<file path="src/design/iufp_pkg.sv">
// shared constants, types and status codes of the frame parser
package iufp_pkg;

  localparam int FRAME_LEN = 11;
  localparam int SUM_LEN   = 10;
  localparam int IDX_W     = 4;

  typedef logic [7:0] byte_t;
  typedef byte_t [FRAME_LEN-1:0] frame_t;

  localparam byte_t SYNC_BYTE  = 8'h55;
  localparam byte_t KIND_FIRST = 8'h50;
  localparam byte_t KIND_LAST  = 8'h54;

  // result status codes
  localparam logic [2:0] ST_STORED   = 3'd0;
  localparam logic [2:0] ST_DROPPED  = 3'd1;
  localparam logic [2:0] ST_GOOD     = 3'd2;
  localparam logic [2:0] ST_UNKNOWN  = 3'd3;
  localparam logic [2:0] ST_RESYNCED = 3'd4;
  localparam logic [2:0] ST_CLEARED  = 3'd5;

  // control from the sequencer to the frame buffer
  typedef struct packed {
    logic             wr_en;
    logic             shift_en;
    logic [IDX_W-1:0] wr_idx;
    byte_t            wr_data;
    logic [IDX_W-1:0] rd_idx;
  } store_ctl_t;

endpackage

</file>
<file path="src/design/iufp_store.sv">
// eleven-byte frame buffer with indexed write, shift-down and one indexed read
module iufp_store (
  input  logic               clk,
  input  iufp_pkg::store_ctl_t ctl,
  output iufp_pkg::byte_t    rd_data,
  output iufp_pkg::frame_t   frame
);
  import iufp_pkg::*;

  frame_t mem_r;

  // shift drops the oldest byte, top entry keeps its stale value
  always_ff @(posedge clk) begin
    if (ctl.shift_en) begin
      for (int i = 0; i < FRAME_LEN - 1; i++) begin
        mem_r[i] <= mem_r[i+1];
      end
    end else if (ctl.wr_en) begin
      mem_r[ctl.wr_idx] <= ctl.wr_data;
    end
  end

  assign rd_data = mem_r[ctl.rd_idx];
  assign frame   = mem_r;

endmodule

</file>
<file path="src/design/iufp_acc.sv">
// shared 8-bit wrapping adder that accumulates the checksum one byte a cycle while en is high
module iufp_acc (
  input  logic            clk,
  input  logic            en,
  input  logic            first,
  input  iufp_pkg::byte_t data,
  output iufp_pkg::byte_t total
);
  import iufp_pkg::*;

  byte_t acc_r;

  // first byte restarts the running sum
  assign total = (first ? 8'h00 : acc_r) + data;

  always_ff @(posedge clk) begin
    if (en) begin
      acc_r <= total;
    end
  end

endmodule

</file>
<file path="src/design/imu_uart_frame_parser_unit.sv">
// A byte that does not close a frame gives its result in the cycle after acceptance.
// The closing byte of a frame starts a checksum over ten bytes (one byte per cycle through the
// shared adder) and on a bad sum a search for sync by one-byte shifts.
// Throughput: one byte per cycle inside a frame while no result waits at the output.
// in_ready is low while a frame is checked or while a result waits at the output.
// Synchronous active-low reset empties the buffer and clears the sequencer and output valid.
module imu_uart_frame_parser_unit (
  input  logic               clk,
  input  logic               rst_n,
  input  logic               in_valid,
  output logic               in_ready,
  input  logic [7:0]         in_rx_byte,
  output logic               out_valid,
  input  logic               out_ready,
  output logic [2:0]         out_status,
  output logic [2:0]         out_frame_kind,
  output logic [7:0]         out_type_code,
  output logic signed [15:0] out_word_a,
  output logic signed [15:0] out_word_b,
  output logic signed [15:0] out_word_c,
  output logic signed [15:0] out_word_d,
  output logic [3:0]         out_fill_level
);
  import iufp_pkg::*;

  typedef enum logic [2:0] {
    S_IDLE = 3'b001,
    S_SUM  = 3'b010,
    S_SCAN = 3'b100
  } state_t;

  state_t           state_r, state_nxt;
  logic [IDX_W-1:0] held_r, held_nxt;
  logic [IDX_W-1:0] idx_r, idx_nxt;
  store_ctl_t       ctl;
  byte_t            rd_data;
  frame_t           frame;
  logic             acc_en;
  byte_t            acc_total;
  logic             load_out;

  logic [2:0]         res_status, res_kind;
  logic [7:0]         res_type;
  logic signed [15:0] res_wa, res_wb, res_wc, res_wd;
  logic [3:0]         res_fill;

  logic               out_valid_r;
  logic [2:0]         out_status_r, out_kind_r;
  logic [7:0]         out_type_r;
  logic signed [15:0] out_wa_r, out_wb_r, out_wc_r, out_wd_r;
  logic [3:0]         out_fill_r;

  iufp_store u_store (
    .clk     (clk),
    .ctl     (ctl),
    .rd_data (rd_data),
    .frame   (frame)
  );

  iufp_acc u_acc (
    .clk   (clk),
    .en    (acc_en),
    .first (idx_r == '0),
    .data  (rd_data),
    .total (acc_total)
  );

  assign in_ready = (state_r == S_IDLE) && (!out_valid_r || out_ready);

  // sequencer: store bytes, sum the closed frame, then on a bad sum scan for a later sync
  always_comb begin
    state_nxt  = state_r;
    held_nxt   = held_r;
    idx_nxt    = idx_r;
    ctl        = '0;
    ctl.rd_idx = idx_r;
    acc_en     = 1'b0;
    load_out   = 1'b0;
    res_status = ST_STORED;
    res_kind   = '0;
    res_type   = '0;
    res_wa     = '0;
    res_wb     = '0;
    res_wc     = '0;
    res_wd     = '0;
    res_fill   = '0;
    unique case (state_r)
      S_IDLE: begin
        if (in_valid && in_ready) begin
          if (held_r == '0 && in_rx_byte != SYNC_BYTE) begin
            load_out   = 1'b1;
            res_status = ST_DROPPED;
          end else begin
            ctl.wr_en   = 1'b1;
            ctl.wr_idx  = held_r;
            ctl.wr_data = in_rx_byte;
            if (held_r == IDX_W'(FRAME_LEN - 1)) begin
              state_nxt = S_SUM;
              idx_nxt   = '0;
              held_nxt  = IDX_W'(FRAME_LEN);
            end else begin
              held_nxt   = held_r + 1'b1;
              load_out   = 1'b1;
              res_status = ST_STORED;
              res_fill   = held_r + 1'b1;
            end
          end
        end
      end
      S_SUM: begin
        acc_en = 1'b1;
        if (idx_r == IDX_W'(SUM_LEN - 1)) begin
          if (acc_total == frame[FRAME_LEN-1]) begin
            load_out = 1'b1;
            res_type = frame[1];
            if (frame[1] >= KIND_FIRST && frame[1] <= KIND_LAST) begin
              res_status = ST_GOOD;
              res_kind   = 3'(frame[1] - KIND_FIRST);
            end else begin
              res_status = ST_UNKNOWN;
            end
            res_wa    = $signed({frame[3], frame[2]});
            res_wb    = $signed({frame[5], frame[4]});
            res_wc    = $signed({frame[7], frame[6]});
            res_wd    = $signed({frame[9], frame[8]});
            held_nxt  = '0;
            state_nxt = S_IDLE;
          end else begin
            // bad sum: drop the leading sync byte and start scanning
            ctl.shift_en = 1'b1;
            held_nxt     = held_r - 1'b1;
            state_nxt    = S_SCAN;
          end
        end else begin
          idx_nxt = idx_r + 1'b1;
        end
      end
      S_SCAN: begin
        if (held_r == '0) begin
          load_out   = 1'b1;
          res_status = ST_CLEARED;
          state_nxt  = S_IDLE;
        end else if (frame[0] == SYNC_BYTE) begin
          load_out   = 1'b1;
          res_status = ST_RESYNCED;
          res_fill   = held_r;
          state_nxt  = S_IDLE;
        end else begin
          ctl.shift_en = 1'b1;
          held_nxt     = held_r - 1'b1;
        end
      end
      default: begin
        state_nxt = S_IDLE;
      end
    endcase
  end

  // control registers
  always_ff @(posedge clk) begin
    if (!rst_n) begin
      state_r     <= S_IDLE;
      held_r      <= '0;
      idx_r       <= '0;
      out_valid_r <= 1'b0;
    end else begin
      state_r <= state_nxt;
      held_r  <= held_nxt;
      idx_r   <= idx_nxt;
      if (load_out) begin
        out_valid_r <= 1'b1;
      end else if (out_ready) begin
        out_valid_r <= 1'b0;
      end
    end
  end

  // result register
  always_ff @(posedge clk) begin
    if (load_out) begin
      out_status_r <= res_status;
      out_kind_r   <= res_kind;
      out_type_r   <= res_type;
      out_wa_r     <= res_wa;
      out_wb_r     <= res_wb;
      out_wc_r     <= res_wc;
      out_wd_r     <= res_wd;
      out_fill_r   <= res_fill;
    end
  end

  assign out_valid      = out_valid_r;
  assign out_status     = out_status_r;
  assign out_frame_kind = out_kind_r;
  assign out_type_code  = out_type_r;
  assign out_word_a     = out_wa_r;
  assign out_word_b     = out_wb_r;
  assign out_word_c     = out_wc_r;
  assign out_word_d     = out_wd_r;
  assign out_fill_level = out_fill_r;

endmodule

</file>
<file path="config.mk">
export PLATFORM = sky130hd
export DESIGN_NAME = imu_uart_frame_parser_unit
export DESIGN_NICKNAME = d
export VERILOG_FILES = /design/src/design/iufp_pkg.sv /design/src/design/iufp_store.sv /design/src/design/iufp_acc.sv /design/src/design/imu_uart_frame_parser_unit.sv
export SDC_FILE = /design/constraint.sdc
export NUM_CORES = 1
export LEC_CHECK = 0
export ABC_AREA = 1
export BUFFER_PORTS_ARGS = -buffer_cell sky130_fd_sc_hd__buf_2
export CORE_MARGIN = 2
export CORE_UTILIZATION = 32
export CTS_CLUSTER_SIZE = 14
export DETAILED_ROUTE_END_ITERATION = 8
export HOLD_SLACK_MARGIN = 0.1
export SYNTH_ARGS = -nofsm -noshare
export SYNTH_HDL_FRONTEND = slang
export SYNTH_SLANG_ARGS = --single-unit
</file>
<file path="constraint.sdc">
create_clock -name clk -period 7 [get_ports clk]
set_input_delay 1.05 -clock clk [delete_from_list [all_inputs] [get_ports clk]]
set_output_delay 1.05 -clock clk [all_outputs]
set_load 0.01 [all_outputs]
</file>
==> results.md <==
- Status: finished, final reports clean
- Diode count: 0
- Cell area power density: 291 nW/um^2
- Vias post-DR: 7182
- Total congestion overflow: 0
- Lkg Pwr: 4.25 nW
- Setup WS post-layout: 1550 ps
- Number of setup buffers added after CTS: 0
- Chip height: 175 um
- Worst-case hold path end point: u_store.frame[30]$_DFFE_PP_
- Layout fillers: 2943
- Avg Cell Area, Syn: 9.54 sq um
- Switching power of the nets: 1.03 mW
- Worst-path maximum fanout: 81
- Vias in the first global route: 6760
- Remaining DRCs: 0
- Skew-Pair Late Insertion Delay: 440 ps
- Share of total power in the clock network: 30.5%
- Worst slew pin tran: 1110 ps
- Initial DRC count: 745
- Compound-gate portion of the synthesized area: 10.6%
- Final period util: 77.9%
- Clk_skew: 14.3 ps
- Synth warn: 0
- Layout cells sized above 1: 13.9%
- Synthesized area: 9340 sq um
- Max Freq: 0.183 GHz
- Distinct cells, synth: 44
- Place WS: 1590 ps
- WP data required: 7050 ps
- Post-synthesis simple-gate area fraction: 17.5%
- Max-cap viol count: 0
- Largest net degree at the start of global routing: 84
- # hold bufs at CTS: 0
- Global-route usage over all layers: 17.6%
- Syn Nets: 1006
- Power share of the sequential group: 46.5%
- Die Span X: 175 um
- Antenna Nets Post-Route: 0
- Final core utilization: 37.1%
- Storage cell area: 5590 sq um
- Nets: 1091
- Post-synth top area share: 57.2%
- Cell row count: 62
- VDD IR-drop max: 0.000195 V
- Initial Utilization: 32.5%
- Number of buffers created by CTS: 17
- Crit end category: flop
- Clk sink count: 190
- Largest family of logic cells by synthesized area: simple AND/OR/NAND/NOR gates
- Sw Share: 33.2%
- Initial antenna violation count: 0
- Final number of setup-violating endpoints: 0
- Setup TNS: 0 ps
- Xor and xnor area share after synthesis: 0.710%
- P&R area growth vs syn: 14.0%
- Startpoint types: flop
- Min-delay src: u_store.frame[38]$_DFFE_PP_
- Global-route wire length before repair: 40.4 mm
- Htree depth: 4
- Critical path type: reg2reg
- Num ports: 96
- Leading cell type in the layout, fill and taps excluded: nand2_1
- Pint: 2.07 mW
- Number of buffers added on ports: 95
- Multi-input gate area: 2900 sq um
- Clk root buf: clkbuf_16
- FF-to-FF Start: idx_r[1]$_SDFFE_PN0P_
- DR WL/cell: 18.3 um
- Combinational share of power: 23.1%
- Mux share of post-synthesis cell area: 0%
- GP Congestion: 0.943
- Slew Limit Fails: 0
- HP Class: reg2reg
- Most frequent cells in the layout: nand2_1 (198), edfxtp_1 (178), inv_1 (163)
- DP HPWL: 19.2 mm
- Reg-to-reg endpoint: u_store.frame[0]$_DFFE_PP_
- Clock-pin slew on the worst setup and hold paths: 70 ps
- Largest area contributor in the netlist: edfxtp_1
- 1st-pass router iterations: 6
- # resized after CTS: 0
- Fin. Hold Viols: 0
- Syn Inst Count: 979
- Synth top area cells: edfxtp_1 (57%), nand2_1 (8.0%), inv_1 (6.6%)
- FF+latch count, synth: 190
- Finished Layout Cells: 1460
- Placed cells: 1429
- Total die area: 30600 sq um
- Worst Hold Depth: 2
- Post-Synth Adder-Cell Area: 2.09%
- Final wirelength: 26.7 mm
- Core Footprint: 28700 sq um
- WP data arrival: 5500 ps
- Fin crit period: 5450 ps
- Relative slew slack: 25.9%
- FF-to-FF path depth: 24
- Clock Path Buffers: 2
- Drt via density: 4.92
- RSZ-0062 raised after global routing: false
- FF-to-FF setup slack: 1550 ps
- TritonCTS clock tree: done
- Sequential share of the synthesized area: 59.8%
-- kinds of logic after synthesis --
kind of cell               Yosys count
AOI/OAI and AO/OA                  181
xor gates and xnor gates             6
adders and majority gates           15
buffers and inverters              200
DFF                                190
and+or+nand+nor                    387
-- cell usage after synthesis (all sizes together) --
cell type  number
o41ai           1
a22oi           3
nand2         203
nor3            9
clkinv          1
nand3b          1
edfxtp        178
ha             14
xnor3           1
dfxtp          12
xnor2           1
o311ai          1
a31oi           1
a211oi          1
nand3          44
o22ai           4
nor2          119
o2111ai         5
nand4           6
clkbuf         11
buf            19
fa              1
xor2            4
o221ai          4
o21ai         120
a32o            4
nor4            5
a21oi          37
inv           169
-- critical path, stage by stage, from the launching register on --
cell     delay, ps
dfxtp_1        940
nand2_1        490
inv_1          290
a22oi_1        120
nand3_1         90
a32o_1         210
ha_1           200
inv_1           70
fa_1           380
inv_1          110
nand2_1         50
nand2_1         80
inv_1           50
nand2_1         50
nand2_1         40
nor2_1          80
nand3_1        100
nor2_1         110
nand2_1         70
nor2_2         180
nand3_4        150
nand2_4        110
nand2_8        290
inv_2          340
o21ai_0        440
-- area by class of cell --
type,count,share of cell area [%]
timing repair buffer,96,4.54
inverter,170,6.02
clock buffer,17,4.00
sequential,190,52.5
tap,384,4.51
multi-input combinational,589,27.2
clock inverter,14,1.29
-- metal layers --
layer	GRT usage, %	wire, um	up-vias
met1	25.9	12400	3405
met5	0	0	-
met4	5.00	397	0
li1	-	-	3434
met3	3.59	2110	30
met2	26.4	11800	313
-- power groups by stage --
stage / Combinational (mW) / Sequential (mW) / Clock, mW
4_1_cts: 0.704 / 1.44 / 0.964
3_5_place_dp: 0.700 / 1.46 / 0
5_1_grt: 0.779 / 1.45 / 1.01
2_1_floorplan: 0.435 / 1.47 / 0
3_3_place_gp: 0.697 / 1.46 / 0
6_report: 0.715 / 1.44 / 0.945
-- metrics by stage --
step	instance area (sq um)	hold WS, ps	power, mW
floorplan	9340	525	1.90
global placement	10100	536	2.16
detailed placement	10100	548	2.16
CTS	10600	558	3.11
global route	10600	591	3.23
finish	10600	556	3.10
-- worst max-delay path by stage --
stage	from	end	cells past startpoint
4_1_cts	idx_r[1]$_SDFFE_PN0P_	u_store.frame[0]$_DFFE_PP_	24
6_report	idx_r[1]$_SDFFE_PN0P_	u_store.frame[0]$_DFFE_PP_	24
3_5_place_dp	idx_r[1]$_SDFFE_PN0P_	u_store.frame[5]$_DFFE_PP_	24
3_3_place_gp	idx_r[1]$_SDFFE_PN0P_	u_store.frame[5]$_DFFE_PP_	24
2_1_floorplan	idx_r[0]$_SDFFE_PN0P_	out_fill_level[0]$_SDFFCE_PP0P_	22
5_1_grt	idx_r[1]$_SDFFE_PN0P_	u_store.frame[0]$_DFFE_PP_	24
-- state kept, by name, indices dropped and copies added, names as in the netlist --
name	count
out_valid	1
out_type_code	8
state_r	3
out_fill_level	4
u_store.frame	88
out_frame_kind	3
out_word_d	16
out_word_a	16
idx_r	4
out_word_c	16
out_status	3
u_acc.acc_r	8
out_word_b	16
held_r	4
(Power assumes the default switching activity.)
